--- src/rtl/demand_paging_lru_mmu_macros.svh ---
// Assertion macros used by dplm_ctrl of the demand-paging MMU RTL.
// Expect signals named clk and rst_n in the scope of each use.
`ifndef DEMAND_PAGING_LRU_MMU_MACROS_SVH
`define DEMAND_PAGING_LRU_MMU_MACROS_SVH
`ifndef SYNTHESIS
`define DPLM_ASSERT(lbl, prop, msg) \
    lbl: assert property (@(posedge clk) disable iff (!rst_n) prop) else $error(msg);
`define DPLM_NEVER(lbl, cond, msg) \
    lbl: assert property (@(posedge clk) disable iff (!rst_n) !(cond)) else $error(msg);
`else
`define DPLM_ASSERT(lbl, prop, msg)
`define DPLM_NEVER(lbl, cond, msg)
`endif
`endif

--- src/rtl/dplm_pkg.sv ---
// Types, widths and status codes of the demand-paging MMU.
// Used by every module of the block; depends on nothing.
package dplm_pkg;

    localparam int NUM_PROCS_DEF      = 4;
    localparam int PAGES_PER_PROC_DEF = 64;
    localparam int MAX_FRAMES_DEF     = 256;

    localparam int STAMP_W = 32;
    localparam int FRAME_W = 8;
    localparam int CFG_W   = 9;

    localparam logic [CFG_W-1:0] FRAMES_AVAIL_RST = 9'd256;

    typedef enum logic [2:0] {
        ST_HIT       = 3'd0,
        ST_FREE      = 3'd1,
        ST_EVICT     = 3'd2,
        ST_INVALID   = 3'd3,
        ST_UNHANDLED = 3'd4
    } status_t;

    typedef struct packed {
        logic [1:0] proc_index;
        logic [7:0] page_number;
        logic [6:0] page_limit;
    } req_t;

    typedef struct packed {
        status_t            access_status;
        logic [FRAME_W-1:0] frame_number;
        logic               fault_handled;
    } rsp_t;

    typedef struct packed {
        logic               valid;
        logic [FRAME_W-1:0] frame;
        logic [STAMP_W-1:0] stamp;
    } entry_t;

endpackage

--- src/rtl/dplm_ctrl.sv ---
// Access sequencer: clearing pass, lookup, free-frame fault, victim scan, eviction.
// Depends on dplm_pkg, dplm_table timing and demand_paging_lru_mmu_macros.svh.
`include "demand_paging_lru_mmu_macros.svh"
module dplm_ctrl #(
    parameter int  NUM_PROCS      = dplm_pkg::NUM_PROCS_DEF,
    parameter int  PAGES_PER_PROC = dplm_pkg::PAGES_PER_PROC_DEF,
    parameter int  MAX_FRAMES     = dplm_pkg::MAX_FRAMES_DEF,
    localparam int TABLE_SIZE     = NUM_PROCS * PAGES_PER_PROC,
    localparam int ADDR_W         = (TABLE_SIZE > 1) ? $clog2(TABLE_SIZE) : 1
) (
    input  logic                       clk,
    input  logic                       rst_n,
    input  logic                       req_valid,
    output logic                       req_ready,
    input  dplm_pkg::req_t             req,
    input  logic [dplm_pkg::CFG_W-1:0] frames_available,
    output logic                       res_valid,
    input  logic                       res_ready,
    output dplm_pkg::rsp_t             res,
    output logic                       rd_en,
    output logic [ADDR_W-1:0]          rd_addr,
    input  dplm_pkg::entry_t           rd_data,
    output logic                       wr_en,
    output logic [ADDR_W-1:0]          wr_addr,
    output dplm_pkg::entry_t           wr_data
);
    import dplm_pkg::*;

    localparam int PG_W   = (PAGES_PER_PROC > 1) ? $clog2(PAGES_PER_PROC) : 1;
    localparam int PROC_W = ($clog2(NUM_PROCS + 1) > 2) ? $clog2(NUM_PROCS + 1) : 2;
    localparam int CMP_W  = ($clog2(PAGES_PER_PROC + 1) > 8) ? $clog2(PAGES_PER_PROC + 1) : 8;
    localparam int FR_W   = ($clog2(MAX_FRAMES + 1) > CFG_W) ? $clog2(MAX_FRAMES + 1) : CFG_W;

    typedef enum logic [7:0] {
        S_CLEAR   = 8'b0000_0001,
        S_IDLE    = 8'b0000_0010,
        S_CHECK   = 8'b0000_0100,
        S_LOOKUP  = 8'b0000_1000,
        S_SCAN    = 8'b0001_0000,
        S_EVICT   = 8'b0010_0000,
        S_INSTALL = 8'b0100_0000,
        S_EMIT    = 8'b1000_0000
    } state_t;

    state_t              state_reg, state_next;
    logic [ADDR_W-1:0]   clr_idx_reg, clr_idx_next;
    logic [STAMP_W-1:0]  clock_reg, clock_next;
    logic [CFG_W-1:0]    handed_reg, handed_next;
    req_t                req_reg, req_next;
    logic [PG_W-1:0]     scan_idx_reg, scan_idx_next;
    logic                found_reg, found_next;
    logic [STAMP_W-1:0]  oldest_reg, oldest_next;
    logic [ADDR_W-1:0]   victim_reg, victim_next;
    logic [FRAME_W-1:0]  victim_frame_reg, victim_frame_next;
    rsp_t                res_reg, res_next;

    logic [ADDR_W-1:0]   base;
    logic [ADDR_W-1:0]   slot;
    logic [ADDR_W-1:0]   scan_addr;
    logic [CMP_W-1:0]    limit_cap;
    logic                invalid;
    logic                free_ok;
    logic                take;
    logic [STAMP_W-1:0]  clock_inc;

    always_comb
    begin
        base      = ADDR_W'(ADDR_W'(req_reg.proc_index) * ADDR_W'(PAGES_PER_PROC));
        slot      = base + ADDR_W'(req_reg.page_number);
        scan_addr = base + ADDR_W'(scan_idx_reg);
        limit_cap = (CMP_W'(req_reg.page_limit) > CMP_W'(PAGES_PER_PROC))
                    ? CMP_W'(PAGES_PER_PROC) : CMP_W'(req_reg.page_limit);
        invalid   = (PROC_W'(req_reg.proc_index) >= PROC_W'(NUM_PROCS))
                    || (CMP_W'(req_reg.page_number) >= limit_cap);
        free_ok   = (handed_reg < frames_available)
                    && (FR_W'(handed_reg) < FR_W'(MAX_FRAMES));
        take      = rd_data.valid && (!found_reg || (rd_data.stamp < oldest_reg));
        clock_inc = clock_reg + STAMP_W'(1);
    end

    always_comb
    begin
        state_next        = state_reg;
        clr_idx_next      = clr_idx_reg;
        clock_next        = clock_reg;
        handed_next       = handed_reg;
        req_next          = req_reg;
        scan_idx_next     = scan_idx_reg;
        found_next        = found_reg;
        oldest_next       = oldest_reg;
        victim_next       = victim_reg;
        victim_frame_next = victim_frame_reg;
        res_next          = res_reg;
        req_ready         = 1'b0;
        res_valid         = 1'b0;
        rd_en             = 1'b0;
        rd_addr           = slot;
        wr_en             = 1'b0;
        wr_addr           = slot;
        wr_data           = '{valid: 1'b1, frame: rd_data.frame, stamp: clock_inc};

        unique case (state_reg)
            S_CLEAR:
            begin
                wr_en   = 1'b1;
                wr_addr = clr_idx_reg;
                wr_data = '0;
                if (clr_idx_reg == ADDR_W'(TABLE_SIZE - 1))
                begin
                    state_next = S_IDLE;
                end
                else
                begin
                    clr_idx_next = clr_idx_reg + ADDR_W'(1);
                end
            end
            S_IDLE:
            begin
                req_ready = 1'b1;
                if (req_valid)
                begin
                    req_next   = req;
                    state_next = S_CHECK;
                end
            end
            S_CHECK:
            begin
                if (invalid)
                begin
                    res_next   = '{access_status: ST_INVALID, frame_number: '0,
                                   fault_handled: 1'b0};
                    state_next = S_EMIT;
                end
                else
                begin
                    rd_en      = 1'b1;
                    state_next = S_LOOKUP;
                end
            end
            S_LOOKUP:
            begin
                priority if (rd_data.valid)
                begin
                    wr_en      = 1'b1;
                    clock_next = clock_inc;
                    res_next   = '{access_status: ST_HIT, frame_number: rd_data.frame,
                                   fault_handled: 1'b0};
                    state_next = S_EMIT;
                end
                else if (free_ok)
                begin
                    wr_en       = 1'b1;
                    wr_data     = '{valid: 1'b1, frame: handed_reg[FRAME_W-1:0],
                                    stamp: clock_inc};
                    handed_next = handed_reg + CFG_W'(1);
                    clock_next  = clock_inc;
                    res_next    = '{access_status: ST_FREE,
                                    frame_number: handed_reg[FRAME_W-1:0],
                                    fault_handled: 1'b1};
                    state_next  = S_EMIT;
                end
                else
                begin
                    rd_en         = 1'b1;
                    rd_addr       = base;
                    scan_idx_next = '0;
                    found_next    = 1'b0;
                    state_next    = S_SCAN;
                end
            end
            S_SCAN:
            begin
                if (take)
                begin
                    found_next        = 1'b1;
                    oldest_next       = rd_data.stamp;
                    victim_next       = scan_addr;
                    victim_frame_next = rd_data.frame;
                end
                if (scan_idx_reg == PG_W'(PAGES_PER_PROC - 1))
                begin
                    if (found_reg || take)
                    begin
                        state_next = S_EVICT;
                    end
                    else
                    begin
                        res_next   = '{access_status: ST_UNHANDLED, frame_number: '0,
                                       fault_handled: 1'b0};
                        state_next = S_EMIT;
                    end
                end
                else
                begin
                    rd_en         = 1'b1;
                    rd_addr       = scan_addr + ADDR_W'(1);
                    scan_idx_next = scan_idx_reg + PG_W'(1);
                end
            end
            S_EVICT:
            begin
                wr_en      = 1'b1;
                wr_addr    = victim_reg;
                wr_data    = '0;
                state_next = S_INSTALL;
            end
            S_INSTALL:
            begin
                wr_en      = 1'b1;
                wr_data    = '{valid: 1'b1, frame: victim_frame_reg, stamp: clock_inc};
                clock_next = clock_inc;
                res_next   = '{access_status: ST_EVICT, frame_number: victim_frame_reg,
                               fault_handled: 1'b1};
                state_next = S_EMIT;
            end
            S_EMIT:
            begin
                res_valid = 1'b1;
                if (res_ready)
                begin
                    state_next = S_IDLE;
                end
            end
            default:
            begin
                state_next = S_IDLE;
            end
        endcase
    end

    always_ff @(posedge clk or negedge rst_n)
    begin
        if (!rst_n)
        begin
            state_reg   <= S_CLEAR;
            clr_idx_reg <= '0;
            clock_reg   <= '0;
            handed_reg  <= '0;
        end
        else
        begin
            state_reg   <= state_next;
            clr_idx_reg <= clr_idx_next;
            clock_reg   <= clock_next;
            handed_reg  <= handed_next;
        end
    end

    always_ff @(posedge clk)
    begin
        req_reg          <= req_next;
        scan_idx_reg     <= scan_idx_next;
        found_reg        <= found_next;
        oldest_reg       <= oldest_next;
        victim_reg       <= victim_next;
        victim_frame_reg <= victim_frame_next;
        res_reg          <= res_next;
    end

    assign res = res_reg;

    `DPLM_ASSERT(a_handed_step, (handed_reg != $past(handed_reg)) |-> (handed_reg == $past(handed_reg) + 1'b1), "free-frame count moved by other than one")
    `DPLM_ASSERT(a_clock_src, (clock_reg != $past(clock_reg)) |-> ($past(state_reg) == S_LOOKUP || $past(state_reg) == S_INSTALL), "access clock advanced outside a served access")
    `DPLM_NEVER(a_wr_state, wr_en && (state_reg == S_IDLE || state_reg == S_CHECK || state_reg == S_SCAN || state_reg == S_EMIT), "table written in a read-only state")
    `DPLM_ASSERT(a_no_frame, res_valid && (res_reg.access_status == ST_INVALID || res_reg.access_status == ST_UNHANDLED) |-> (res_reg.frame_number == '0 && !res_reg.fault_handled), "rejected access carries a frame")
    `DPLM_ASSERT(a_victim_slot, (state_reg == S_INSTALL) |-> (wr_addr != victim_reg), "eviction installs over its own victim")

endmodule

--- config.mk ---
export PLATFORM = sky130hd
export DESIGN_NAME = dplm_ctrl
export DESIGN_NICKNAME = d
export VERILOG_FILES = /design/src/rtl/dplm_pkg.sv /design/src/rtl/dplm_ctrl.sv
export VERILOG_INCLUDE_DIRS = /design/src /design/src/rtl
export SDC_FILE = /design/constraint.sdc
export NUM_CORES = 1
export LEC_CHECK = 0
export ABC_AREA = 0
export ABC_CLOCK_PERIOD_IN_PS = 4200
export BUFFER_PORTS_ARGS = -buffer_cell sky130_fd_sc_hd__buf_2
export CELL_PAD_IN_SITES_DETAIL_PLACEMENT = 0
export CELL_PAD_IN_SITES_GLOBAL_PLACEMENT = 1
export CORE_ASPECT_RATIO = 1.4
export CORE_UTILIZATION = 40
export DETAILED_ROUTE_END_ITERATION = 10
export GPL_ROUTABILITY_DRIVEN = 0
export PLACE_DENSITY = 0.82
export SYNTH_ARGS = -nofsm -noshare
export SYNTH_HDL_FRONTEND = slang
export SYNTH_SLANG_ARGS = --single-unit
--- constraint.sdc ---
create_clock -name clk -period 4.2 [get_ports clk]
set_clock_uncertainty 0.05 [all_clocks]
set_input_delay 0.42 -clock clk [delete_from_list [all_inputs] [get_ports clk]]
set_output_delay 0.42 -clock clk [all_outputs]
set_load 0.05 [all_outputs]
==> results.yml <==
power:
  switching_share: 0.350
  power_frac_clock: 0.353
  p_int_mw: 2.85
  p_leak_nw: 4.18
  seq_power_share: 0.381
  p_switching_mw: 1.53
  peakVddDrop_mv: 0.260
  powerDensity_nw_per_um2: 463
  combPwrFrac: 0.266
setup_path:
  startpoint: "state_reg[0]"
  start_kind: "flip-flop"
  r2r-start: "state_reg[0]"
  critical_path_class: "reg2out"
  cp_data_arrival_time_ns: 3.36
  critPathCaptureType: "primary output"
  r2r_slack_ns: 0.62
  required_ns: 3.73
  critPathMaxFanout: 37
place:
  io_buffer_count: 143
  dp.cells: 1116
  dp_hpwl_mm: 13.3
yosys:
  ys_top_cells_by_area: "edfxtp_1, dfrtp_1, ha_1"
  synth_top_area_share: 0.322
  avgSynthCellArea_um2: 10.6
  netlist_instances: 738
  async_flop_share: 0.404
  ys_warn_count: 0
  ys_types: 61
  synth_area_um2: 7820
  synthesis.nets: 860
  ys_seq_elements: 141
  yosys_most_used_dff: "edfxtp_1"
  seq_area_frac_synth: 0.505
  synth_top_area_cell: "edfxtp_1"
  synth_edf_count: 84
cts:
  clock_sinks: 141
  cts_max_path_buffers: 2
  clk_pin_slew_ns: 0.06
  cts.repair.resized: 0
  clock_latency_ns: 0.42
  cts.root.buffer_cell: "clkbuf_16"
  h-tree-depth: 4
  postCtsSetupRepairBufs: 0
  cts_tree: "yes"
  cts-buffers-inserted: 17
  hold_buffers: 0
route:
  via_count: 5873
  drc_errors: 0
  antenna_left: 0
  routed_via_density: 5.12
  routedWlPerCell_um: 15.3
  routed_wl_mm: 17.6
  drt_iter0_markers: 338
  dr.pass1.iters: 5
grt:
  antenna_found_initial: 0
  grt_pass1_wl_mm: 28.7
  grt_pass1_vias: 5767
  grt_overflow_total: 0
  grtUsageTotal: 0.185
  grt_max_degree: 38
die:
  die-area_um2: 20100
  row_count: 60
  die_h_um: 167
  fp.dieW_um: 120
  core-area_um2: 19200
  start_util: 0.407
  pin_count: 144
finish:
  nFillCells: 1832
  fin_cells: 1148
  area_delta_synth_final_pct: 21.0
  diodes: 0
  nNetsFinal: 1009
  layout_common_cells: "buf_2, edfxtp_1, nor2_1"
  final_common_cell: "buf_2"
  drive_above_1_share: 0.227
timing:
  rsz0062_at_grt: "false"
  setup_viol: 0
  drv_slew: 0
  fin_setup_tns_ns: 0
  fmax_mhz: 261
  slew_headroom: 0.321
  fin_crit_sh: 0.911
  tightest_slew_ns: 1.01
  fin_crit_ns: 3.83
  hold_viol: 0
job:
  cap_violations: 0
status:
  status: "finished clean"
worst_hold_path:
  hold_path_class: "in2async"
[area by class of cell]
type | count | area, um^2 | share of cell area
flip-flops and latches | 141 | 3950 | 0.417
multi-input cells | 520 | 3580 | 0.378
repair buffers | 154 | 811 | 0.0856
clock buffers | 17 | 425 | 0.0449
well taps | 248 | 310 | 0.0328
inverters | 53 | 204 | 0.0215
clock inverters | 15 | 186 | 0.0197
[power groups by stage]
| stage | clock network [mW] | registers, mW | logic (mW) |
|---|---|---|---|
| finish | 1.55 | 1.67 | 1.17 |
| floorplan | 0 | 1.74 | 0.798 |
| CTS | 1.58 | 1.67 | 1.18 |
| global placement | 0 | 1.70 | 1.17 |
| detailed placement | 0 | 1.70 | 1.17 |
| global route | 1.63 | 1.69 | 1.26 |
[stage by stage]
stage / power (mW) / area [um^2] / setup slack [ns] / hold slack, ns / utilization
2_1_floorplan: 2.54 / 7820 / 0.273 / 0.0744 / -
3_3_place_gp: 2.87 / 8860 / 0.687 / 0.429 / 0.461
3_5_place_dp: 2.87 / 8860 / 0.623 / 0.434 / 0.461
4_1_cts: 4.44 / 9470 / 0.327 / 0.0161 / 0.493
5_1_grt: 4.58 / 9470 / 0.150 / 0.0508 / 0.493
6_report: 4.39 / 9470 / 0.373 / 0.00479 / 0.493
[Yosys cell counts, types with 2 or more instances]
cell,instances
edfxtp_1,84
nor2_1,67
xnor2_1,60
nand2_1,59
dfrtp_1,56
ha_1,51
inv_1,51
a21oi_1,32
nand3_1,27
nand2b_1,20
o21ai_0,20
xor2_1,19
clkbuf_1,18
nand4_1,17
and3_1,15
and2_1,11
nor3_1,11
a21o_1,9
mux2i_1,9
o21bai_1,9
o22ai_1,9
o31ai_1,7
a221o_1,6
nor2b_1,5
a22o_1,4
a31oi_1,4
and4_1,4
buf_2,4
nor4_1,4
or3_1,4
nor3b_1,3
or2_1,3
a211oi_1,2
mux2_1,2
mux2_2,2
nand4bb_1,2
o21ai_1,2
or4_1,2
or4_4,2
[cells by family after synthesis]
| family | Yosys count | synth area share |
|---|---|---|
| adders and majority gates | 51 | 0.0816 |
| DFF | 141 | 0.505 |
| and+or+nand+nor | 265 | 0.174 |
| AOI/OAI and AO/OA | 112 | 0.0947 |
| muxes | 13 | 0.0173 |
| xor gates and xnor gates | 79 | 0.0884 |
| buffers and inverters | 77 | 0.0392 |
[path summary, 6_finish.rpt]
path,to,cells after the start
worst min-delay path,clock_reg[5],1
worst max register to register,oldest_reg[16],8
min in group clk,req_reg[2],1
worst max-delay path,wr_data[32],7
worst min register to register,clock_reg[31],1
max in group asynchronous,state_reg[0],2
[per-layer routing]
metal,wire [um],global-route usage
met5,0,0
met1,7240,0.209
met4,468,0.0821
met2,9080,0.327
met3,785,0.0463
[critical path: stages (launching register included)]
cell and delay, ns:
dfstp_2 0.89, or4_4 0.26, and4bb_2 0.26, nand2b_1 0.13, nor3_2 0.06, nor3_1 0.77, a221o_1 0.30, buf_2 0.28
(Power assumes the default switching activity.)
